File: config.mk
export PLATFORM = sky130hd
export DESIGN_NAME = life_generation_row_stepper_unit
export DESIGN_NICKNAME = d
export VERILOG_FILES = /design/src/design/lgrs_pkg.sv /design/src/design/lgrs_front.sv /design/src/design/lgrs_queue.sv /design/src/design/lgrs_back.sv /design/src/design/life_generation_row_stepper_unit.sv
export SDC_FILE = /design/constraint.sdc
export NUM_CORES = 2
export LEC_CHECK = 0
export BUFFER_PORTS_ARGS = -buffer_cell sky130_fd_sc_hd__buf_2
export CAP_MARGIN = 25
export CORE_MARGIN = 3
export CORE_UTILIZATION = 48
export DETAILED_ROUTE_END_ITERATION = 6
export MAX_ROUTING_LAYER = met4
export PLACE_DENSITY = 0.68
export SYNTH_ARGS = -nofsm -noshare
export SYNTH_HDL_FRONTEND = slang
export SYNTH_SLANG_ARGS = --single-unit
File: constraint.sdc
create_clock -name clk -period 14.4 [get_ports clk]
set_input_delay 1.44 -clock clk [delete_from_list [all_inputs] [get_ports clk]]
set_output_delay 1.44 -clock clk [all_outputs]
set_load 0.005 [all_outputs]
File: src/design/lgrs_pkg.sv
// Package for the life generation row stepper.
// Holds the row width, the queued job type and the B3/S23 row rule.
// No dependencies.
package lgrs_pkg;

  // Every row is carried as a fixed 64-cell word.
  localparam int unsigned RowWidth = 64;
  localparam int unsigned ColWidth = 7;

  typedef logic [RowWidth-1:0] row_t;
  typedef logic [ColWidth-1:0] col_t;

  // One unit of back-end work, made by the front from one input beat.
  // With has_first set, the first result uses up, mid and down.
  // With last set, a flush result follows that uses mid and down over a dead row.
  typedef struct packed {
    row_t up;
    row_t mid;
    row_t down;
    logic has_first;
    logic last;
  } lgrs_job_t;

  // Next generation of the middle row, with all three rows masked to the grid width.
  function automatic row_t life_row(input row_t up_in, input row_t mid_in,
                                    input row_t down_in, input row_t mask);
    row_t       up;
    row_t       mid;
    row_t       down;
    row_t       res;
    logic [3:0] n;
    up   = up_in & mask;
    mid  = mid_in & mask;
    down = down_in & mask;
    res  = '0;
    for (int i = 0; i < RowWidth; i++) begin
      n = 4'(up[i]) + 4'(down[i]);
      if (i > 0) begin
        n = n + 4'(up[i-1]) + 4'(mid[i-1]) + 4'(down[i-1]);
      end
      if (i < RowWidth - 1) begin
        n = n + 4'(up[i+1]) + 4'(mid[i+1]) + 4'(down[i+1]);
      end
      res[i] = (n == 4'd3) || (mid[i] && (n == 4'd2));
    end
    return res & mask;
  endfunction

endpackage

File: src/design/lgrs_front.sv
// Front end of the life generation row stepper: takes row beats and builds jobs.
// Holds the row above and the centre row. Depends on lgrs_pkg.
module lgrs_front (
  input  logic              clk,
  input  logic              rst,
  input  logic              accept,
  input  lgrs_pkg::row_t    row_masked,
  input  logic              last_row,
  output logic              push,
  output lgrs_pkg::lgrs_job_t job,
  output logic              held
);
  import lgrs_pkg::*;

  row_t row_above;
  row_t row_centre;
  logic centre_held;

  // A job exists when a centre row is waiting or the frame ends here.
  always_comb begin
    job.up        = row_above;
    job.mid       = row_centre;
    job.down      = row_masked;
    job.has_first = centre_held;
    job.last      = last_row;
    push          = accept && (centre_held || last_row);
  end

  assign held = centre_held;

  // Window of rows; the end of a frame returns it to the empty state.
  always_ff @(posedge clk) begin
    if (rst) begin
      row_above   <= '0;
      row_centre  <= '0;
      centre_held <= 1'b0;
    end else if (accept) begin
      if (last_row) begin
        row_above   <= '0;
        row_centre  <= '0;
        centre_held <= 1'b0;
      end else begin
        row_above   <= centre_held ? row_centre : '0;
        row_centre  <= row_masked;
        centre_held <= 1'b1;
      end
    end
  end

endmodule

File: src/design/lgrs_queue.sv
// Two-entry job queue between the front and back ends.
// Depends on lgrs_pkg for the job type.
module lgrs_queue (
  input  logic                clk,
  input  logic                rst,
  input  logic                push,
  input  lgrs_pkg::lgrs_job_t push_job,
  input  logic                pop,
  output logic                full,
  output logic                not_empty,
  output lgrs_pkg::lgrs_job_t head
);
  import lgrs_pkg::*;

  lgrs_job_t  slots [2];
  logic       wr_ptr;
  logic       rd_ptr;
  logic [1:0] count;

  assign full      = (count == 2'd2);
  assign not_empty = (count != 2'd0);
  assign head      = slots[rd_ptr];

  // Entry storage.
  always_ff @(posedge clk) begin
    if (push) begin
      slots[wr_ptr] <= push_job;
    end
  end

  // Pointers and fill count.
  always_ff @(posedge clk) begin
    if (rst) begin
      wr_ptr <= 1'b0;
      rd_ptr <= 1'b0;
      count  <= 2'd0;
    end else begin
      if (push) begin
        wr_ptr <= ~wr_ptr;
      end
      if (pop) begin
        rd_ptr <= ~rd_ptr;
      end
      if (push && !pop) begin
        count <= count + 2'd1;
      end else if (pop && !push) begin
        count <= count - 2'd1;
      end
    end
  end

endmodule

File: src/design/lgrs_back.sv
// Back end of the life generation row stepper: runs queued jobs into result beats.
// Computes one row per cycle into an output register while the output is not stalled. Depends on lgrs_pkg.
module lgrs_back (
  input  logic                clk,
  input  logic                rst,
  input  logic                job_valid,
  input  lgrs_pkg::lgrs_job_t job,
  input  lgrs_pkg::row_t      mask,
  output logic                pop,
  output logic                flush_pending,
  output logic                out_valid,
  input  logic                out_ready,
  output lgrs_pkg::row_t      next_row_cells,
  output logic                frame_last
);
  import lgrs_pkg::*;

  logic phase;
  logic load;
  logic do_first;
  row_t sel_up;
  row_t sel_mid;
  row_t sel_down;
  row_t result;

  // Pick the centre-row result first, the flush result after it.
  always_comb begin
    load     = job_valid && (!out_valid || out_ready);
    do_first = !phase && job.has_first;
    if (do_first) begin
      sel_up   = job.up;
      sel_mid  = job.mid;
      sel_down = job.down;
    end else begin
      sel_up   = job.mid;
      sel_mid  = job.down;
      sel_down = '0;
    end
    result = life_row(sel_up, sel_mid, sel_down, mask);
    pop    = load && !(do_first && job.last);
  end

  assign flush_pending = phase;

  // Output register and flush phase.
  always_ff @(posedge clk) begin
    if (rst) begin
      out_valid <= 1'b0;
      phase     <= 1'b0;
    end else begin
      if (load) begin
        out_valid <= 1'b1;
        phase     <= do_first && job.last;
      end else if (out_ready) begin
        out_valid <= 1'b0;
      end
    end
  end

  always_ff @(posedge clk) begin
    if (load) begin
      next_row_cells <= result;
      frame_last     <= !do_first;
    end
  end

endmodule

File: src/design/life_generation_row_stepper_unit.sv
// Life generation row stepper: one B3/S23 generation on a bounded grid, row by row.
// A row's result is registered at the output once the row below is accepted.
// Throughput: one row beat per cycle while in_ready holds; a frame end adds a flushed row,
// from the single life-rule unit in the back end, one row per cycle when not stalled.
// Reset (synchronous) empties the row window and queue and sets cols_in_use to 64.
module life_generation_row_stepper_unit #(
  parameter int unsigned ROW_CELLS = 64
) (
  input  logic                  clk,
  input  logic                  rst,
  input  logic                  cfg_we,
  input  lgrs_pkg::col_t        cfg_wdata,
  input  logic                  in_valid,
  output logic                  in_ready,
  input  lgrs_pkg::row_t        row_cells,
  input  logic                  last_row,
  output logic                  out_valid,
  input  logic                  out_ready,
  output lgrs_pkg::row_t        next_row_cells,
  output logic                  frame_last
);
  import lgrs_pkg::*;

  localparam col_t ColLimit = col_t'(ROW_CELLS);

  col_t      cols_in_use;
  col_t      cols_eff;
  row_t      mask;
  logic      accept;
  logic      push;
  lgrs_job_t push_job;
  logic      held;
  logic      pop;
  logic      q_full;
  logic      q_not_empty;
  lgrs_job_t head;
  logic      flush_pending;

  // Width register.
  always_ff @(posedge clk) begin
    if (rst) begin
      cols_in_use <= col_t'(RowWidth);
    end else if (cfg_we) begin
      cols_in_use <= cfg_wdata;
    end
  end

  // Grid mask, with the width saturated to the row size.
  always_comb begin
    cols_eff = (cols_in_use > ColLimit) ? ColLimit : cols_in_use;
    for (int i = 0; i < RowWidth; i++) begin
      mask[i] = (col_t'(i) < cols_eff);
    end
  end

  assign in_ready = !q_full;
  assign accept   = in_valid && in_ready;

  lgrs_front u_front (
    .clk        (clk),
    .rst        (rst),
    .accept     (accept),
    .row_masked (row_cells & mask),
    .last_row   (last_row),
    .push       (push),
    .job        (push_job),
    .held       (held)
  );

  lgrs_queue u_queue (
    .clk       (clk),
    .rst       (rst),
    .push      (push),
    .push_job  (push_job),
    .pop       (pop),
    .full      (q_full),
    .not_empty (q_not_empty),
    .head      (head)
  );

  lgrs_back u_back (
    .clk            (clk),
    .rst            (rst),
    .job_valid      (q_not_empty),
    .job            (head),
    .mask           (mask),
    .pop            (pop),
    .flush_pending  (flush_pending),
    .out_valid      (out_valid),
    .out_ready      (out_ready),
    .next_row_cells (next_row_cells),
    .frame_last     (frame_last)
  );

`ifndef SYNTH
  // A pending flush always has its job still at the head of the queue.
  a_flush_has_job: assert property (@(posedge clk) disable iff (rst)
    flush_pending |-> q_not_empty)
    else $error("flush pending with empty queue");

  // Accepting the bottom row empties the row window.
  a_frame_end_clears: assert property (@(posedge clk) disable iff (rst)
    accept && last_row |=> !held)
    else $error("row window not cleared at frame end");

  // A result beat marked last is only ever produced by the flush path.
  a_last_from_flush: assert property (@(posedge clk) disable iff (rst)
    $rose(out_valid) && frame_last |-> $past(head.last))
    else $error("frame_last without a flushed job");
`endif

endmodule

==> summary.txt <==
Place
  • Count of input and output buffers: 143
  • DP Wirelength: 66300 um
  • Gp weighted congestion: 0.864
  • Post-Place Cells: approximately 4.1k

Synth
  • Top_reg_cell synth: edfxtp_1
  • Syn nets: 3529
  • Post-synth EDFFs: 453
  • Number of synthesized register bits: 596
  • Mean Syn Cell Area: around 12 um^2
  • Post-synthesis sequential area ratio: 44.6%
  • Synthesized area: 36900 um^2
  • Most numerous cell in the Yosys netlist: edfxtp_1
  • Post-synth top area cell: edfxtp_1
  • Async S/R FF share, synth: 0%
  • Post-synth top area share: between 30% and 40%
  • Cells after synthesis: between 3k and 4k
  • Commonest cells in the netlist: edfxtp_1 (453), mux2i_1 (400), inv_1 (286), fa_1 (252), ha_1 (191)
  • Synth warn: 0
  • Distinct cell type count after synthesis: 74
  • Dominant cells by area after synthesis: edfxtp_1 (37%), fa_1 (14%), mux2i_1 (11%), dfxtp_1 (7.8%), ha_1 (6.5%)

Floorplanning
  • Die Y: 283 um
  • I/O pins: 144
  • DIE AREA: 80300 um^2
  • Core area: 76100 um^2
  • Starting Density: around 49%
  • Row cnt: between 100 and 150
  • Die X: approximately 280 um

Job
  • MaxCap Viol Count: 0

Clocking
  • Worst-path clk slew: 60 ps
  • Number of gates resized after CTS: 0
  • Num CTS Buffers: 66
  • CTS sink cnt: 596
  • # hold bufs at CTS: 0
  • Clock Path Buffers: 3
  • Post-CTS setup buffer count: 0
  • CTS tree: built
  • CTS Root Cell: clkbuf_16
  • Htree depth: 3
  • Skew-Pair Late Insertion Delay: 620 ps

STA
  • Fin. Hold Viols: 0
  • Fin crit share: between 40% and 50%
  • Worst-margin pin slew: ~1100 ps
  • FMAX: 151 MHz
  • Slew Limit Headroom: between 20% and 30%
  • Unrepaired setup endpoints after global routing: false
  • Setup TNS: 0 ps
  • Max-slew violations: 0
  • Worst Skew: 24.8 ps
  • Min Tclk post-route: between 6000 and 7000 ps
  • Hold WS: 448 ps
  • Final setup fails: 0

Global routing
  • First-pass GRT wire length: 146000 um
  • Vias in the first global route: 25.6k
  • Global route total overflow: 0
  • Antenna violations before repair: 3
  • Largest net degree at the start of global routing: 105
  • Overall routing resource usage: 24.2%

Final layout
  • Layout Cells excl Fill: 4215
  • Final Core Density: 53.9%
  • Layout cells sized above 1: 12.0%
  • Fin nets: 3648
  • Sequential cell area: 16500 um^2
  • Area growth syn-to-layout: 11.0%
  • Multi-input gate area in the final layout: around 19000 um^2
  • Fillers: 6452

Pwr
  • Pwr dens: 259 nW/um^2
  • Lkg Pwr: 0.0166 uW
  • Worst vdd ir: 130 uV

Worst hold path
  • Worst Hold Depth: 0
  • Min-delay worst type: flip-flop to flip-flop
  • Hold Path End: u_queue.slots[1][133]$_DFFE_PP_
  • Hold path start: u_front.row_above[3]$_SDFFE_PP0P_

Routing
  • Vias post-DR: 24.1k
  • Detailed Routing Iterations Pass 1: 6
  • Final ANT Viol Nets: 0
  • Total wire length: 94700 um
  • Post-DR vias/cell: 5.73
  • Post-route DRC: 0
  • Routed length per instance: 22.5 um
  • 1st-iter DRT viols: 1578

Critical path
  • Crit end category: flip-flop
  • Critical path data required time: between 10000 and 15000 ps
  • R2R depth: 15
  • Crit path kind: flip-flop to flip-flop
  • Startpoint Class: flip-flop
  • Worst EP arrival: 6980 ps
  • Worst-path fanout max: 61
  • Reg-to-reg endpoint: u_back.next_row_cells[15]$_DFFE_PP_
  • FF-to-FF setup slack: 7770 ps

Run status
  • Outcome: finished, final reports clean
## power breakdown
group	leakage (uW)	switching [uW]	internal (uW)
Sequential	0.00543	150	2280
Combinational	0.0101	3600	2770
Clock	0.00112	718	1090
## layout by cell type (no fill, tap or decap), types with 14 or more instances in the layout
cell       instances
o211a_1           24
a22oi_1           68
mux2_2            40
and2_1           138
fa_1             252
mux2i_1          400
and3_1            14
buf_2            143
a31oi_1           15
nand2_1          128
a21oi_1           51
clkbuf_16         69
inv_1            286
a22o_1            25
dfxtp_1          141
edfxtp_1         453
nand3_1           20
a2111oi_2         17
a32o_1            18
nor2b_1           78
nor2_1           187
nor3_1            81
nand2b_1          36
a211oi_1          37
ha_1             191
buf_4             32
or3_1             29
## state kept, by name, indices dropped and copies added, names as in the netlist, named ones only
name	cells
u_queue.slots	388
u_back.next_row_cells	64
u_front.row_above	64
u_front.row_centre	64
cols_in_use	7
u_queue.count	2
u_back.flush_pending	1
u_back.frame_last	1
u_back.out_valid	1
u_front.held	1
u_queue.rd_ptr	1
u_queue.wr_ptr	1
## worst max path at each step
stage	start	endpoint	slack, ps	depth (start not counted)
floorplan	in_valid	u_queue.slots[0][0]$_DFFE_PP_	3690	3
global placement	flip-flop	u_back.next_row_cells[29]$_DFFE_PP_	8000	15
detailed placement	flip-flop	u_back.next_row_cells[15]$_DFFE_PP_	7740	15
CTS	flip-flop	u_back.next_row_cells[15]$_DFFE_PP_	7720	15
global route	flip-flop	u_back.next_row_cells[29]$_DFFE_PP_	7340	15
finish	flip-flop	u_back.next_row_cells[15]$_DFFE_PP_	7770	15
## layout make-up
| cell class | instances | share of cell area [%] |
|---|---|---|
| multi-input combinational | 1999 | 45.8 |
| sequential | 596 | 40.2 |
| clock buffer | 87 | 4.50 |
| tap | 1030 | 3.15 |
| inverter | 287 | 2.63 |
| timing repair buffer | 178 | 2.46 |
| clock inverter | 35 | 1.21 |
| antenna | 3 | 0.0183 |
## metal layers
metal  part of all wire (%)  wire, um  track usage (%)  up-vias
li1                       -         -                -    10996
met1                     41     39100             29.9    12194
met2                     48     45900             39.7      757
met3                    6.4      6080             4.00      190
met4                    3.9      3670             9.71        0
met5                      0         0                -        -
## critical path: stages, from the launching register on
cell and delay, ps:
dfxtp_4 940, nand2_1 340, a21oi_4 330, buf_4 490, inv_2 290, buf_4 390, nor3_1 570, ha_1 350
fa_1 540, inv_1 50, fa_1 460, fa_1 410, fa_1 400, nor3_1 190, mux2i_1 100, a2111oi_0 470
## cell families (layout without fill, tap and decap cells)
family                     after synthesis  count (layout)  synth area share (%)
and+or+nand+nor                        756             756                  10.5
DFF                                    596             596                  44.6
muxes                                  444             444                  12.3
adders and majority gates              443             443                  20.1
buffers and inverters                  414             587                  4.74
AOI/OAI and AO/OA                      352             352                  7.61
xor gates and xnor gates                 4               4                0.0949
other                                    0               3                     0
## per-stage QoR
stage	power (uW)	cell area (um^2)	setup WS, ps
4_1_cts	10700	41000	7720
6_report	10600	41000	7770
2_1_floorplan	7210	36900	3690
3_3_place_gp	8410	38600	8000
3_5_place_dp	8860	38600	7740
5_1_grt	11700	41000	7340
No activity file was read; power rests on OpenSTA's default activity.
